[src/hw/rtl/rlt_pkg.sv]
// rlt_pkg: shared types and constants for the range lock table.
// Holds the beat structs, opcodes and the token handed from cell to cell.
// No dependencies.
`default_nettype none

package rlt_pkg;

  localparam int unsigned TABLE_ENTRIES_DEF = 64;

  localparam int unsigned START_W = 48;
  localparam int unsigned SIZE_W  = 32;
  localparam int unsigned TXN_W   = 31;
  localparam int unsigned COUNT_W = 7;
  // range end: one carry bit plus one sign bit beyond the start width
  localparam int unsigned LAST_W  = START_W + 2;

  localparam logic [1:0] OP_LOCK     = 2'd0;
  localparam logic [1:0] OP_RELEASE  = 2'd1;
  localparam logic [1:0] OP_QUERY    = 2'd2;
  localparam logic [1:0] OP_ROLLBACK = 2'd3;

  typedef struct packed {
    logic [1:0]         opcode;
    logic [START_W-1:0] range_start;
    logic [SIZE_W-1:0]  range_size;
    logic [TXN_W-1:0]   txn_id;
  } req_t;

  typedef struct packed {
    logic               status;
    logic               overlap_found;
    logic [COUNT_W-1:0] cleared_count;
    logic [COUNT_W-1:0] used_count;
  } rsp_t;

  // request as it walks down the chain, with results gathered so far
  typedef struct packed {
    logic               valid;
    logic [1:0]         op;
    logic               want;      // lock with a nonzero size
    logic [START_W-1:0] first;
    logic [LAST_W-1:0]  last;      // two's complement, start+size-1
    logic [TXN_W-1:0]   txn;
    logic               placed;
    logic               found;
    logic [COUNT_W-1:0] cleared;
  } tok_t;

endpackage

`default_nettype wire

[src/hw/rtl/rlt_cell.sv]
// rlt_cell: one table entry plus one stage of the request chain.
// Depends on rlt_pkg.
`default_nettype none

module rlt_cell (
  input  wire logic          clk_i,
  input  wire logic          rst_ni,
  input  wire logic          adv_i,
  input  wire rlt_pkg::tok_t tok_i,
  output rlt_pkg::tok_t      tok_o
);

  logic                          held_q, held_d;
  logic [rlt_pkg::START_W-1:0]   start_q;
  logic [rlt_pkg::START_W:0]     last_q;     // entry end, never negative
  logic [rlt_pkg::TXN_W-1:0]     owner_q;
  rlt_pkg::tok_t                 tok_q, tok_d;

  logic overlap, hit, place, clear;

  always_comb begin
    overlap = ({1'b0, tok_i.first} <= last_q) &&
              ($signed(tok_i.last) >= $signed({2'b00, start_q}));
    hit = 1'b0;
    case (tok_i.op)
      rlt_pkg::OP_RELEASE:  hit = overlap;
      rlt_pkg::OP_QUERY:    hit = overlap;
      rlt_pkg::OP_ROLLBACK: hit = (owner_q == tok_i.txn);
      default:              hit = 1'b0;
    endcase
    hit   = hit && held_q && tok_i.valid;
    place = tok_i.valid && tok_i.want && !tok_i.placed && !held_q;
    clear = hit && (tok_i.op != rlt_pkg::OP_QUERY);

    held_d = held_q;
    if (place) begin
      held_d = 1'b1;
    end else if (clear) begin
      held_d = 1'b0;
    end

    tok_d        = tok_i;
    tok_d.placed = tok_i.placed | place;
    tok_d.found  = tok_i.found | (hit && (tok_i.op == rlt_pkg::OP_QUERY));
    tok_d.cleared = tok_i.cleared + {{(rlt_pkg::COUNT_W-1){1'b0}}, clear};
  end

  always_ff @(posedge clk_i or negedge rst_ni) begin
    if (!rst_ni) begin
      held_q <= 1'b0;
      tok_q  <= '0;
    end else if (adv_i) begin
      held_q <= held_d;
      tok_q  <= tok_d;
    end
  end

  always_ff @(posedge clk_i) begin
    if (adv_i && place) begin
      start_q <= tok_i.first;
      last_q  <= tok_i.last[rlt_pkg::START_W:0];
      owner_q <= tok_i.txn;
    end
  end

  assign tok_o = tok_q;

endmodule

`default_nettype wire

[config.mk]
export PLATFORM = sky130hd
export DESIGN_NAME = rlt_cell
export DESIGN_NICKNAME = d
export VERILOG_FILES = /design/src/hw/rtl/rlt_pkg.sv /design/src/hw/rtl/rlt_cell.sv
export SDC_FILE = /design/constraint.sdc
export NUM_CORES = 1
export LEC_CHECK = 0
export BUFFER_PORTS_ARGS = -buffer_cell sky130_fd_sc_hd__buf_2
export CORE_MARGIN = 4
export CORE_UTILIZATION = 25
export DETAILED_ROUTE_END_ITERATION = 7
export PLACE_DENSITY_LB_ADDON = 0.08
export SLEW_MARGIN = 30
export SYNTH_ARGS = -nofsm -noshare
export SYNTH_HDL_FRONTEND = slang
export SYNTH_SLANG_ARGS = --single-unit
[constraint.sdc]
create_clock -name clk_i -period 28.4 [get_ports clk_i]
set_clock_uncertainty 0.1 [all_clocks]
set_input_delay 2.84 -clock clk_i [delete_from_list [all_inputs] [get_ports clk_i]]
set_output_delay 2.84 -clock clk_i [all_outputs]
set_load 0.05 [all_outputs]
==> key figures, run 1 <==
Synth
  • Post-synth EDFFs: 128
  • Most frequent cell after synthesis: dfrtp_1
  • Yosys cell types: 43
  • Yosys reg bits: 271
  • Top post-synthesis cells by area: edfxtp_1 32%, dfrtp_1 30%, mux2_2 13%, ha_1 10%, inv_1 3.3%
  • Sequential area share after synthesis: between 60% and 70%
  • Cell taking the most area after synthesis: edfxtp_1
  • Syn_area_per_cell: approximately 14 um2
  • Most frequent cells after synthesis: 143 x dfrtp_1, 135 x mux2_2, 128 x edfxtp_1
  • Top cell type's share of synthesized area: a little under a third
  • Post-synth top flop: dfrtp_1
  • Synthesized net count: 1,109
  • Synth Warn #: 0
  • Post-Syn Instances: around 860
  • Synth Cell Area: ~12,000 um2
  • Ys async rst share: 52.8%

Clock network
  • Post-CTS sizing: 0
  • Htree depth: 2
  • CTS clock-pin slew for the worst setup and hold paths: around 0.060 ns
  • Postcts setup bufs: 0
  • Clock root buffer: clkbuf_16
  • Max Buffers Root-to-Sink: 3
  • CTS buffer count: 35
  • Clk_lat worst skew: around 0.53 ns
  • Post-CTS Hold Buffers: 0
  • CTS Sinks: about 270
  • CTS tree: built

Routing
  • Antenna-violating nets left: 0
  • Vias/cell: about 4.3
  • Drt drc: 0
  • Drt first pass iters: 4
  • Final WL: about 33 mm
  • Initial drt markers: roughly 250
  • Routed vias: between 7,000 and 8,000
  • Drt wl/cell: approximately 18 um

STA
  • Crit path time final: 6.08 ns
  • Fin Setup TNS: 0 ns
  • Worst slew margin: 35.8%
  • Worst Max-Slew Pin Slew: roughly 0.95 ns
  • Final Max Slew Viols: 0
  • Final setup viols: 0
  • Fmax: 0.165 GHz
  • Unrepaired setup endpoints after global routing: no
  • Final period util: between 20% and 30%
  • Fin. Hold Viols: 0

Layout
  • Antenna cell count: 0
  • Layout cell share with drive strength beyond 1: 39.9%
  • Multi-input logic area: 4200 um2
  • Sequential Area: between 7000 and 8000 um2
  • Layout Nets: roughly 1,400
  • Non-Filler Instances: 1,815
  • Final-layout fill cell count: 4,844
  • Layout area overhead: 27.6%

Global route
  • Total gr overflow: 0
  • Vias in the first global route: approximately 8,300
  • Total track usage: 12.8%
  • Initial antenna violation count: 5
  • First-pass GRT wire length: slightly above 50 mm
  • Largest net degree at the start of global routing: 80

Run status
  • Outcome: complete, no violations

Placement
  • Buffers on Ports: around 290
  • Placer Congestion: slightly above 0.7
  • Placed instance count: approximately 1,800
  • Post-DP HPWL: between 20 and 25 mm

Worst setup path
  • CP arrival: roughly 6.4 ns
  • Critical Path Fanout Max: 3
  • Worst Path Required: ~29 ns
  • CP endpoint kind: register
  • Critical Path Start Type: primary input
  • CP Class: primary input to register

Die
  • Die width: approximately 230 um
  • Initial Utilization: 25.3%
  • Rows: 80
  • Core footprint: about 48,000 um2
  • Chip Height: 228 um
  • Num ports: between 200 and 300
  • Die area: 51,900 um2

Run
  • Max-cap violation count: 0

Pwr
  • Peak supply drop: approximately 33 uV
  • PwrDens: between 60 and 70 nW/um2
  • Pleak: between 6 and 7 nW

Min path
  • HP Class: register to register
==> critical path: stages <==
cell and delay, ns:
buf_2 0.13, ha_1 0.30, nand4bb_1 0.15, nor4_1 0.85, nand3_1 0.24, a311oi_1 0.35, a211oi_1 0.15, nand3_1 0.21
and3_1 0.19, and2_1 0.15, ha_1 0.16, ha_1 0.18, nand3_1 0.12, nor2_1 0.14, xnor2_1 0.12, a21oi_1 0.08
==> registers in the layout, summed over array words and instances, names as in the netlist <==
register	count
start_q	48
last_q	49
owner_q	31
tok_o	142
held_q	1
==> cell usage in the layout, fill, tap and decap left out, types with 3 or more instances in the layout <==
cell	Yosys	routed
buf_2	0	284
dfrtp_1	143	143
mux2_2	135	135
edfxtp_1	128	128
inv_1	106	106
ha_1	101	101
a21oi_1	44	44
clkbuf_16	0	37
nand2_1	25	25
xnor2_1	23	23
nand4_1	21	21
o21ai_0	19	19
nor2_1	18	18
nand3_1	13	13
clkbuf_1	12	13
xor2_1	10	10
nand2b_1	6	6
nor3_1	7	6
a211oi_1	5	5
o211ai_1	5	5
clkinv_2	0	5
clkbuf_8	0	5
a21o_1	4	4
nor4_1	4	4
buf_6	0	4
and4_1	3	3
a31oi_1	3	3
buf_4	0	3
==> area by class of cell <==
class / instances / area share (%)
clock buffers: 55 / 6.77
clock inverters: 8 / 0.577
inverters: 106 / 2.58
flip-flops and latches: 271 / 48.2
well taps: 615 / 4.99
multi-input cells: 469 / 27.2
repair buffers: 291 / 9.66
==> logic make-up after synthesis <==
kind of cell               synth area share, %
DFF                                       61.5
buffers and inverters                     3.82
xor gates and xnor gates                  2.39
AOI/OAI and AO/OA                         4.48
muxes                                     12.6
and+or+nand+nor                           4.80
adders and majority gates                 10.5
==> report_power, final <==
| part | total, mW | switching [mW] | internal (mW) |
|---|---|---|---|
| Clock | 0.441 | 0.171 | 0.270 |
| Combinational | 0.168 | 0.120 | 0.0479 |
| Sequential | 0.442 | 0.00970 | 0.433 |
==> routing by layer <==
metal	global-route usage [%]	wire, um
met1	16.7	15000
met2	20.4	15300
met3	4.53	2330
met4	3.00	607
met5	0	50
==> per-stage QoR <==
step	setup WS, ns	total power, mW	cell area [um2]	hold WS [ns]	utilization [%]
detailed placement	21.70	0.622	14300	0.390	29.9
global route	22.01	1.10	15400	0.413	32.3
finish	22.32	1.05	15400	0.397	32.3
CTS	22.26	1.08	15400	0.402	32.3
floorplan	15.42	0.562	12100	0.377	-
global placement	21.83	0.621	14300	0.385	29.9
==> worst paths after layout <==
kind,start,to,slack [ns],depth (start not counted)
max reg2reg,start_q[47],tok_o[6],24.40,16
max,tok_i[87],tok_o[6],22.32,16
max in group asynchronous,rst_ni,tok_o[49],24.82,2
min in group asynchronous,rst_ni,tok_o[33],2.23,1
min reg2reg,tok_o[69],tok_o[69],0.40,1
min,tok_o[69],tok_o[69],0.40,1
Note: power is estimated with default switching activity, not from simulation.
==> run 2, diff against run 1 <==
==> constraint.sdc (replaced) <==
create_clock -name clk_i -period 5.67 [get_ports clk_i]
set_clock_uncertainty 0.1 [all_clocks]
set_input_delay 0.567 -clock clk_i [delete_from_list [all_inputs] [get_ports clk_i]]
set_output_delay 0.567 -clock clk_i [all_outputs]
set_load 0.05 [all_outputs]
==> run 2 against run 1 <==
Worst hold slack got worse by 0.24 ns. Combinational power increased to 5.0 times the previous value. Non-clock buffer count increased by 3. Largest cell class unchanged.
==> key figures, run 2 (synthesized netlist as in run 1, its figures left out) <==
Run status
  • Outcome: complete, no violations

Routing
  • Drt wl/cell: roughly 18 um
  • Vias/cell: around 4.3
  • Initial drt markers: 261
  • Final WL: between 30 and 40 mm
  • Antenna-violating nets left: 0
  • Drt first pass iters: 4
  • Drt drc: 0
  • Routed vias: 7,779

Worst setup path
  • Worst R2R Start: start_q[25]
  • Worst Path Required: 5.94 ns
  • Worst Reg-to-Reg Cells: 16
  • Critical Path Fanout Max: 3
  • CP Class: register to register
  • CP arrival: between 4 and 5 ns
  • R2r setup slk: 1.93 ns
  • CP endpoint kind: register
  • R2r endpoint: tok_o[6]
  • Critical Path Start Type: register

Die
  • Core footprint: ~48,000 um2
  • Chip Height: ~230 um
  • Initial Utilization: 25.3%
  • Rows: 80
  • Num ports: around 290
  • Die area: 51,900 um2
  • Die width: ~230 um

Run
  • Max-cap violation count: 0

Pwr
  • Sequential power share: a little over two fifths
  • Net Sw Frac: roughly 29%
  • Internal power: ~3.8 mW
  • Pleak: 6.85 nW
  • Net Sw Power: 1.53 mW
  • Combinational share of power: between 10% and 20%
  • Total power: roughly 5.3 mW
  • PwrDens: approximately 340 nW/um2
  • Peak supply drop: roughly 180 uV
  • Clock network fraction of total power: a little over two fifths

Layout
  • Fin area: about 15,000 um2
  • Layout area overhead: 27.9%
  • Layout Nets: ~1,400
  • Layout cell share with drive strength beyond 1: 40.0%
  • Max reg flops: 142
  • Final core occ: 32.4%
  • Most frequent cells in the layout: 284 x buf_2, 143 x dfrtp_1, 135 x mux2_2
  • Non-Filler Instances: between 1,500 and 2,000
  • Most common cell after layout, fill and taps aside: buf_2

STA
  • Fmax: ~0.27 GHz
  • Worst slew margin: around 40%
  • Crit path time final: 3.74 ns
  • Final period util: between 60% and 70%
  • Unrepaired setup endpoints after global routing: no
  • Fin. Hold Viols: 0
  • Setup ws final: approximately 1.9 ns
  • Min Hold Slack: 0.155 ns
  • Fin Setup TNS: 0 ns
  • Worst Max-Slew Pin Slew: between 0.8 and 0.9 ns
  • Final setup viols: 0
  • Final Max Slew Viols: 0

Placement
  • Area post-placement: 14,300 um2
  • Post-DP HPWL: approximately 25 mm
  • Buffers on Ports: 286
  • Pre-CTS setup slack: between 1.5 and 2 ns
  • Placed instance count: around 1,800
  • Placer Congestion: 0.717

Min path
  • Hold depth: 1
  • HP Class: primary input to register
  • Hold_sp: tok_i[101]
  • Hold EP: start_q[11]

Global route
  • Vias in the first global route: 8,449
  • Initial antenna violation count: 4
  • Largest net degree at the start of global routing: 55
  • Total gr overflow: 0
  • Total track usage: about an eighth
  • First-pass GRT wire length: 51.9 mm

Clock network
  • Max Buffers Root-to-Sink: 3
  • Clock root buffer: clkbuf_16
  • Post-CTS sizing: 0
  • CTS tree: built
  • CTS Sinks: 271
  • Clk_lat worst skew: ~0.52 ns
  • CTS clock-pin slew for the worst setup and hold paths: ~0.060 ns
  • Htree depth: 2
  • CTS buffer count: 36
## run 2: cell type report
class,count,area (um2)
repair buffers,294,1510
diodes,2,5.00
inverters,106,398
multi-input cells,469,4200
clock buffers,52,1020
fillers,4806,32300
clock inverters,12,119
flip-flops and latches,271,7420
well taps,615,769
## run 2: worst max-delay path by stage
stage                      endpoint  slack [ns]        start  cells after the start
after global routing       tok_o[6]        1.57  start_q[23]                     16
after detailed placement   tok_o[6]        1.51    tok_i[65]                     16
after global placement     tok_o[6]        1.53    tok_i[65]                     16
final                      tok_o[6]        1.93  start_q[25]                     16
after floorplan           last_q[0]        0.91        adv_i                      4
after CTS                  tok_o[6]        1.83  start_q[25]                     16
## run 2: power groups by stage
stage / clock (mW) / combinational, mW / sequential, mW
after detailed placement: 0 / 0.862 / 2.25
after global placement: 0 / 0.862 / 2.25
final: 2.22 / 0.845 / 2.22
after CTS: 2.32 / 0.866 / 2.22
after global routing: 2.40 / 0.910 / 2.23
after floorplan: 0 / 0.195 / 2.62
## run 2: per-layer routing
metal	share of wire (%)	GRT usage (%)	wire, um
met1	47	17.5	15800
met2	44	19.6	14500
met3	6.9	4.58	2300
met4	2.0	3.33	681
met5	0.066	0	22
## run 2: timing repair
item,CTS,global route
setup buffers,0,0
hold buffers,1,0
endpoints found under the hold margin,52,0
## run 2: worst max-delay path: stages, from the launching register on
cell and delay (ns):
edfxtp_1 0.32, inv_1 0.04, ha_1 0.30, nand4_1 0.16, nor3_1 0.77, nand3_1 0.21
a311oi_1 0.25, a211oi_1 0.09, nand3_1 0.17, and3_1 0.18, and2_1 0.16, ha_1 0.19
ha_1 0.19, nand3_1 0.11, nor2_1 0.14, xnor2_1 0.13, a21oi_1 0.08
